<file path="config.mk">
export PLATFORM = sky130hd
export DESIGN_NAME = stop_order_trigger_table
export DESIGN_NICKNAME = d
export VERILOG_FILES = /design/src/hw/rtl/sotrig_pkg.sv /design/src/hw/rtl/sotrig_cell.sv /design/src/hw/rtl/stop_order_trigger_table.sv
export SDC_FILE = /design/constraint.sdc
export NUM_CORES = 1
export LEC_CHECK = 0
export BUFFER_PORTS_ARGS = -buffer_cell sky130_fd_sc_hd__buf_2
export CORE_MARGIN = 4
export CORE_UTILIZATION = 35
export DETAILED_ROUTE_END_ITERATION = 8
export PLACE_DENSITY = 0.61
export RECOVER_POWER = 100
export SYNTH_ARGS = -nofsm -noshare
export SYNTH_HDL_FRONTEND = slang
export SYNTH_SLANG_ARGS = --single-unit
</file>
<file path="constraint.sdc">
create_clock -name clk -period 11.51 [get_ports clk]
set_input_delay 1.151 -clock clk [delete_from_list [all_inputs] [get_ports clk]]
set_output_delay 1.151 -clock clk [all_outputs]
set_load 0.01 [all_outputs]
</file>
<file path="src/hw/rtl/sotrig_pkg.sv">
// Package for the stop order trigger table.
// Holds the transaction kind codes, the assist type codes and the structs
// passed between the control logic and the slot cells. No dependencies.
`timescale 1ns / 1ps

package sotrig_pkg;

    // Counter width that covers up to 16 slots plus one.
    localparam int CNT_W = 5;

    // Transaction kinds.
    localparam logic [2:0] KIND_ADD         = 3'd0;
    localparam logic [2:0] KIND_REMOVE_TYPE = 3'd1;
    localparam logic [2:0] KIND_REMOVE_ALL  = 3'd2;
    localparam logic [2:0] KIND_REMOVE_SIDE = 3'd3;
    localparam logic [2:0] KIND_TICK        = 3'd4;

    // Assist pair order types.
    localparam logic [2:0] TYPE_ASSIST_BUY  = 3'd2;
    localparam logic [2:0] TYPE_ASSIST_SELL = 3'd3;

    // Side codes.
    localparam logic SIDE_BUY = 1'b0;

    // Command broadcast to every cell during a scan.
    typedef struct packed {
        logic        side;
        logic [31:0] price;
    } cmd_t;

    // Partial result handed from one cell to the next.
    typedef struct packed {
        logic [CNT_W-1:0] pos;
        logic             dup;
        logic [CNT_W-1:0] held;
        logic [CNT_W-1:0] side_cnt;
        logic             hit;
        logic [CNT_W-1:0] hit_pos;
        logic             hit_side;
        logic [31:0]      hit_price;
        logic [31:0]      hit_qty;
    } scan_t;

    // Update broadcast to every cell at the end of a transaction.
    typedef struct packed {
        logic        wr;
        logic        clr_all;
        logic        clr_side;
        logic        side;
        logic [31:0] price;
        logic [31:0] qty;
    } commit_t;

endpackage

</file>
<file path="src/hw/rtl/sotrig_cell.sv">
// One slot cell of the stop order trigger table.
// Stores one order and folds its contribution into the scan record passed
// down the chain. Depends on sotrig_pkg.
`timescale 1ns / 1ps

module sotrig_cell (
    input  logic                clk,
    input  logic                rst_n,
    input  sotrig_pkg::cmd_t    cmd,
    input  sotrig_pkg::scan_t   scan_in,
    output sotrig_pkg::scan_t   scan_out,
    input  sotrig_pkg::commit_t commit,
    input  logic                wr_sel,
    input  logic                clr_sel,
    output logic                valid
);
    import sotrig_pkg::*;

    logic        valid_reg;
    logic        valid_next;
    logic        side_reg;
    logic [31:0] price_reg;
    logic [31:0] qty_reg;
    scan_t       scan_reg;
    scan_t       scan_next;
    logic        same_side;
    logic        trig;

    assign same_side = valid_reg && (side_reg == cmd.side);

    // A buy stop triggers at or above its price, a sell stop at or below.
    assign trig = valid_reg &&
                  ((side_reg == SIDE_BUY) ? (price_reg <= cmd.price)
                                          : (price_reg >= cmd.price));

    // Fold this slot into the record from the previous cell.
    always_comb
    begin
        scan_next          = scan_in;
        scan_next.pos      = scan_in.pos + CNT_W'(1);
        scan_next.dup      = scan_in.dup || (same_side && (price_reg == cmd.price));
        scan_next.held     = scan_in.held + CNT_W'(valid_reg);
        scan_next.side_cnt = scan_in.side_cnt + CNT_W'(same_side);
        if (!scan_in.hit && trig)
        begin
            scan_next.hit       = 1'b1;
            scan_next.hit_pos   = scan_in.pos;
            scan_next.hit_side  = side_reg;
            scan_next.hit_price = price_reg;
            scan_next.hit_qty   = qty_reg;
        end
    end

    // Valid bit update at commit time.
    always_comb
    begin
        valid_next = valid_reg;
        if (commit.clr_all || clr_sel || (commit.clr_side && same_side))
        begin
            valid_next = 1'b0;
        end
        if (commit.wr && wr_sel)
        begin
            valid_next = 1'b1;
        end
    end

    always_ff @(posedge clk or negedge rst_n)
    begin
        if (!rst_n)
        begin
            valid_reg <= 1'b0;
        end
        else
        begin
            valid_reg <= valid_next;
        end
    end

    // Order payload and the scan record need no reset.
    always_ff @(posedge clk)
    begin
        scan_reg <= scan_next;
        if (commit.wr && wr_sel)
        begin
            side_reg  <= commit.side;
            price_reg <= commit.price;
            qty_reg   <= commit.qty;
        end
    end

    assign scan_out = scan_reg;
    assign valid    = valid_reg;

endmodule

</file>
<file path="src/hw/rtl/stop_order_trigger_table.sv">
// Stop order trigger table: a chain of NUM_SLOTS slot cells with a control unit.
// An accepted transaction is scanned while its record passes through the cell chain
// one cell per cycle, then committed; the commit waits while an unread result is
// held. A new transaction is accepted only once the last one has committed.
// Reset clears all slot valid bits and the control state; the result register
// lets the next transaction start while a result waits. Depends on sotrig_pkg.
`timescale 1ns / 1ps

module stop_order_trigger_table #(
    parameter int NUM_SLOTS = 5
) (
    input  logic        clk,
    input  logic        rst_n,
    input  logic        in_valid,
    output logic        in_ready,
    input  logic [2:0]  kind,
    input  logic [2:0]  order_type,
    input  logic        side,
    input  logic [31:0] price,
    input  logic [31:0] quantity,
    output logic        out_valid,
    input  logic        out_ready,
    output logic [2:0]  count,
    output logic        accepted,
    output logic        fired,
    output logic [2:0]  fired_type,
    output logic        fired_side,
    output logic [31:0] fired_price,
    output logic [31:0] fired_quantity,
    output logic [4:0]  valid_mask
);
    import sotrig_pkg::*;

    localparam int SCAN_W = $clog2(NUM_SLOTS);

    localparam logic [1:0] ST_IDLE   = 2'd0;
    localparam logic [1:0] ST_SCAN   = 2'd1;
    localparam logic [1:0] ST_COMMIT = 2'd2;

    logic [1:0]        state_reg;
    logic [1:0]        state_next;
    logic [SCAN_W-1:0] scan_cnt_reg;
    logic [SCAN_W-1:0] scan_cnt_next;

    logic [2:0]        kind_reg;
    logic [2:0]        type_reg;
    logic              side_reg;
    logic [31:0]       price_reg;
    logic [31:0]       qty_reg;

    logic              out_valid_reg;
    logic              out_valid_next;
    logic [2:0]        count_reg;
    logic              accepted_reg;
    logic              fired_reg;
    logic [2:0]        fired_type_reg;
    logic              fired_side_reg;
    logic [31:0]       fired_price_reg;
    logic [31:0]       fired_qty_reg;

    cmd_t              cmd;
    commit_t           commit;
    scan_t             seed;
    scan_t             scan_chain [NUM_SLOTS];
    scan_t             fin;
    logic [NUM_SLOTS-1:0] valid_vec;
    logic [NUM_SLOTS-1:0] wr_sel;
    logic [NUM_SLOTS-1:0] clr_sel;
    logic [NUM_SLOTS+4:0] valid_ext;

    logic                 accept_in;
    logic                 commit_go;
    logic                 type_ok;
    logic                 add_ok;
    logic [NUM_SLOTS-1:0] type_mask;
    logic [NUM_SLOTS-1:0] partner_mask;
    logic [NUM_SLOTS-1:0] fire_mask;
    logic [NUM_SLOTS-1:0] fire_partner_mask;
    logic [CNT_W-1:0]     fire_type;
    logic [CNT_W-1:0]     count_calc;

    assign accept_in = in_valid && in_ready;
    assign in_ready  = (state_reg == ST_IDLE);
    assign commit_go = (state_reg == ST_COMMIT) && (!out_valid_reg || out_ready);

    // The command stays stable for the whole scan.
    assign cmd.side  = side_reg;
    assign cmd.price = price_reg;
    assign seed      = '0;

    // Row of slot cells; each passes its scan record to the next.
    for (genvar i = 0; i < NUM_SLOTS; i++)
    begin : g_cell
        sotrig_cell u_cell (
            .clk      (clk),
            .rst_n    (rst_n),
            .cmd      (cmd),
            .scan_in  ((i == 0) ? seed : scan_chain[(i == 0) ? 0 : i - 1]),
            .scan_out (scan_chain[i]),
            .commit   (commit),
            .wr_sel   (wr_sel[i]),
            .clr_sel  (clr_sel[i]),
            .valid    (valid_vec[i])
        );
    end

    assign fin = scan_chain[NUM_SLOTS-1];

    // Slot masks for the requested type, its assist partner and the fired slot.
    assign type_ok   = (type_reg != 3'd0) && ({29'd0, type_reg} <= 32'(NUM_SLOTS));
    assign type_mask = type_ok ? (NUM_SLOTS'(1) << (type_reg - 3'd1)) : '0;
    always_comb
    begin
        partner_mask = '0;
        if (type_reg == TYPE_ASSIST_BUY)
        begin
            partner_mask = NUM_SLOTS'(1) << (TYPE_ASSIST_SELL - 3'd1);
        end
        else if (type_reg == TYPE_ASSIST_SELL)
        begin
            partner_mask = NUM_SLOTS'(1) << (TYPE_ASSIST_BUY - 3'd1);
        end
    end

    assign fire_type = fin.hit_pos + CNT_W'(1);
    assign fire_mask = fin.hit ? (NUM_SLOTS'(1) << fin.hit_pos) : '0;
    always_comb
    begin
        fire_partner_mask = '0;
        if (fin.hit && (fire_type == CNT_W'(TYPE_ASSIST_BUY)))
        begin
            fire_partner_mask = NUM_SLOTS'(1) << (TYPE_ASSIST_SELL - 3'd1);
        end
        else if (fin.hit && (fire_type == CNT_W'(TYPE_ASSIST_SELL)))
        begin
            fire_partner_mask = NUM_SLOTS'(1) << (TYPE_ASSIST_BUY - 3'd1);
        end
    end

    assign add_ok = !fin.dup && type_ok;

    // Commit decode from the finished scan record.
    always_comb
    begin
        commit          = '0;
        commit.side     = side_reg;
        commit.price    = price_reg;
        commit.qty      = qty_reg;
        wr_sel          = '0;
        clr_sel         = '0;
        count_calc      = '0;
        case (kind_reg)
            KIND_ADD:
            begin
                commit.wr  = commit_go && add_ok;
                wr_sel     = type_mask;
                count_calc = fin.held +
                             CNT_W'(add_ok && !(|(valid_vec & type_mask)));
            end
            KIND_REMOVE_TYPE:
            begin
                clr_sel    = commit_go ? (type_mask | partner_mask) : '0;
                count_calc = CNT_W'(|(valid_vec & type_mask)) +
                             CNT_W'(|(valid_vec & partner_mask));
            end
            KIND_REMOVE_ALL:
            begin
                commit.clr_all = commit_go;
                count_calc     = fin.held;
            end
            KIND_REMOVE_SIDE:
            begin
                commit.clr_side = commit_go;
                count_calc      = fin.side_cnt;
            end
            KIND_TICK:
            begin
                clr_sel = commit_go ? (fire_mask | fire_partner_mask) : '0;
            end
            default:
            begin
                count_calc = '0;
            end
        endcase
    end

    // Sequencer: idle, scan through the chain, then commit.
    always_comb
    begin
        state_next    = state_reg;
        scan_cnt_next = scan_cnt_reg;
        unique case (state_reg)
            ST_IDLE:
            begin
                scan_cnt_next = '0;
                if (accept_in)
                begin
                    state_next = ST_SCAN;
                end
            end
            ST_SCAN:
            begin
                scan_cnt_next = scan_cnt_reg + SCAN_W'(1);
                if (scan_cnt_reg == SCAN_W'(NUM_SLOTS - 1))
                begin
                    state_next = ST_COMMIT;
                end
            end
            ST_COMMIT:
            begin
                if (commit_go)
                begin
                    state_next = ST_IDLE;
                end
            end
            default:
            begin
                state_next = ST_IDLE;
            end
        endcase
    end

    // The result is held until the output transaction completes.
    always_comb
    begin
        out_valid_next = out_valid_reg;
        if (commit_go)
        begin
            out_valid_next = 1'b1;
        end
        else if (out_ready)
        begin
            out_valid_next = 1'b0;
        end
    end

    always_ff @(posedge clk or negedge rst_n)
    begin
        if (!rst_n)
        begin
            state_reg     <= ST_IDLE;
            scan_cnt_reg  <= '0;
            out_valid_reg <= 1'b0;
        end
        else
        begin
            state_reg     <= state_next;
            scan_cnt_reg  <= scan_cnt_next;
            out_valid_reg <= out_valid_next;
        end
    end

    // Command capture and result registers.
    always_ff @(posedge clk)
    begin
        if (accept_in)
        begin
            kind_reg  <= kind;
            type_reg  <= order_type;
            side_reg  <= side;
            price_reg <= price;
            qty_reg   <= quantity;
        end
        if (commit_go)
        begin
            count_reg       <= count_calc[2:0];
            accepted_reg    <= (kind_reg == KIND_ADD) && add_ok;
            fired_reg       <= (kind_reg == KIND_TICK) && fin.hit;
            fired_type_reg  <= ((kind_reg == KIND_TICK) && fin.hit) ? fire_type[2:0] : 3'd0;
            fired_side_reg  <= (kind_reg == KIND_TICK) && fin.hit_side;
            fired_price_reg <= (kind_reg == KIND_TICK) ? fin.hit_price : 32'd0;
            fired_qty_reg   <= (kind_reg == KIND_TICK) ? fin.hit_qty : 32'd0;
        end
    end

    assign valid_ext      = {5'd0, valid_vec};
    assign valid_mask     = valid_ext[4:0];
    assign out_valid      = out_valid_reg;
    assign count          = count_reg;
    assign accepted       = accepted_reg;
    assign fired          = fired_reg;
    assign fired_type     = fired_type_reg;
    assign fired_side     = fired_side_reg;
    assign fired_price    = fired_price_reg;
    assign fired_quantity = fired_qty_reg;

endmodule

</file>
==> impl_metrics.toml <==
[finish]
nets = 3791
layout_commonest_cell = "nand3_1"
num-fill-cells = 11000
final_cell_mix = "603 x nand3_1, 469 x edfxtp_1, 398 x nor4_1"
area_growth_pct = 10.2
regArea_um2 = 21700
drive_above_1_share = 0.0887
fin_cells = 5127
multi_input_area_um2 = 16600
largest_reg_flops = 367
utilization = 0.388

[cts]
clk_pin_slew_ns = 0.07
cts_tree = "built"
cts_resized = 0
worstSkewPairLatency_ns = 0.66
clockBufferDepth = 3
htree_levels = 3
cts_hold_buffers = 0
cts-root-buf = "clkbuf_16"
clkSinkCount = 847
postCtsSetupBuffers = 0
cts_buffers = 88

[critical_path]
arrival_ns = 8.76
path_class = "register to register"
slowest_stage = "or2_0"
max_stage_delay_ns = 3.19
required_ns = 12.08
crit_fanout = 66
end_kind = "register"
start_kind = "register"
cp_cell_sequence = "inv_1 > ha_1 > nand4_1 > nor4_1 > o311a_4 > or2_0 > buf_4 > a41oi_1 > nand3_1"

[sta]
setup_viol = 0
worst_pin_slew_ns = 5.22
skew_ns = 0.0326
hold_viol = 0
max-slew-margin-rel = -2.48
rsz0062_at_grt = "no"
finalSetupTns_ns = 0
fmax_ghz = 0.122
final_max_slew_viol_count = 1357
min_period_over_period = 0.712
fin_crit_ns = 8.19

[detailed_routing]
viasPerCell = 6.28
vias = 32200
drtIter0Drc = 3711
drtAntennaViolNets = 0
drc = 0
avgRoutedWirePerCell_um = 23.7
firstDrtPassIters = 6
drt_wl_total_mm = 122

[synthesis]
ys.flop_type = "edfxtp_1"
yosys_register_bits = 847
syn_nets = 3909
synth_seq_area_share = 0.540
synth_area_um2 = 40200
async_reset_ff_frac = 0.0130
syn_area_per_cell_um2 = 11.0
synth_edf_count = 469
synthCells = 3650
ys_types = 66
ys_warn_count = 0

[status]
violations = "capacitance limit, slew limit"
status = "complete, but fails checks"

[die]
die_x_um = 347
io_pins = 155
fp.dieH_um = 347
rows = 124
die_area_um2 = 120000
start_util = 0.352
core_area_um2 = 114000

[global_routing]
grt_max_degree = 131
grt_pass1_vias = 29600
overflow = 0
antenna_found_initial = 18
grt_first_pass_wirelength_mm = 185
grt_usage = 0.192

[job]
maxCapViolations = 29

[power]
p_leak_nw = 14.9
ir_drop_v = 0.0000999
power_density_nw_per_um2 = 155

[worst_hold_path]
min_path_type = "register to register"

[place]
io_buffer_count = 154
routabilityCongestion = 0.890
place_inst = 4954
dp_hpwl_mm = 75.0
## stage by stage
stage	setup slack [ns]	power (mW)	hold slack (ns)	instance area, um^2
after floorplan	1.21	3.85	0.382	40200
after global placement	6.28	4.06	0.395	41700
after detailed placement	6.12	4.08	0.394	41700
after CTS	6.19	6.92	0.338	44600
after global routing	3.05	7.13	0.429	44300
final	3.32	6.86	0.408	44300
## synthesized netlist by cell type, types with 5 or more instances
cell | count | area [um^2]
xnor2_1 | 5 | 43.8
buf_4 | 6 | 45.0
o21ai_0 | 18 | 90.1
ha_1 | 184 | 2300
a21o_1 | 22 | 165
o211ai_1 | 6 | 45.0
nand4_1 | 41 | 257
a41oi_1 | 384 | 3360
clkbuf_1 | 300 | 1130
mux2_2 | 66 | 743
dfrtp_1 | 11 | 275
nor2_1 | 39 | 146
buf_2 | 65 | 325
a21oi_1 | 68 | 340
and3_1 | 5 | 31.3
nor4_1 | 397 | 2480
nand2b_1 | 11 | 68.8
buf_1 | 30 | 113
and2_1 | 139 | 870
nand2_1 | 44 | 165
nor2b_1 | 14 | 87.6
a22oi_1 | 196 | 1470
edfxtp_1 | 469 | 14100
a21boi_0 | 11 | 82.6
buf_6 | 11 | 124
dfxtp_1 | 367 | 7350
nor3_1 | 11 | 55.1
inv_1 | 51 | 191
nand3_1 | 603 | 3020
## final timing paths
check                                                            from                                    end  slack (ns)  cells after the start
worst min register to register  g_cell[3].u_cell.scan_out[78]$_DFF_P_  g_cell[4].u_cell.scan_out[78]$_DFF_P_        0.41                      1
min in group asynchronous                                       rst_n     g_cell[2].u_cell.valid$_DFFE_PN0P_        0.49                      1
worst max-delay path                          price_reg[27]$_DFFE_PP_  g_cell[4].u_cell.scan_out[23]$_DFF_P_        3.32                      9
max in group asynchronous                                       rst_n               state_reg[1]$_DFFE_PN0P_       10.61                      1
worst min-delay path            g_cell[3].u_cell.scan_out[78]$_DFF_P_  g_cell[4].u_cell.scan_out[78]$_DFF_P_        0.41                      1
worst max register to register                price_reg[27]$_DFFE_PP_  g_cell[4].u_cell.scan_out[23]$_DFF_P_        3.32                      9
## metal layers
layer  GRT usage  up-vias  share of wire
li1            -    14500              -
met2       0.287     1883           0.43
met1       0.279    15500           0.44
met3      0.0443      239           0.10
met5           0        -         0.0011
met4      0.0555       20          0.027
## kinds of logic after synthesis
family,share of synthesized area
AND/OR/NAND/NOR,0.182
flip-flops,0.540
AO/OA/AOI/OAI,0.150
adder cells (fa/ha/maj),0.0573
multiplexers,0.0206
XOR/XNOR,0.00196
buffers and inverters,0.0480
## critical path: cells and delay by family, from the launching register on
family	cells	cell delay (ns)
and+or+nand+nor	4	4.85
AOI/OAI and AO/OA	2	1.08
DFF	1	0.45
adders and majority gates	1	0.36
buffers and inverters	2	1.13
## area by class of cell
cell class	count	share of cell area
Inverter	52	0.00455
Sequential cell	847	0.490
Clock inverter	40	0.00938
Antenna cell	7	0.000395
Multi-Input combinational cell	2339	0.376
Tap cell	1512	0.0427
Timing Repair Buffer	204	0.0216
Clock buffer	126	0.0557
## power breakdown
group	internal [mW]	total [mW]	switching [mW]
Clock	1.64	2.84	1.21
Sequential	3.36	3.50	0.132
Combinational	0.168	0.518	0.351
Total	5.17	6.86	1.69
Power figures use the tool's default switching activity.
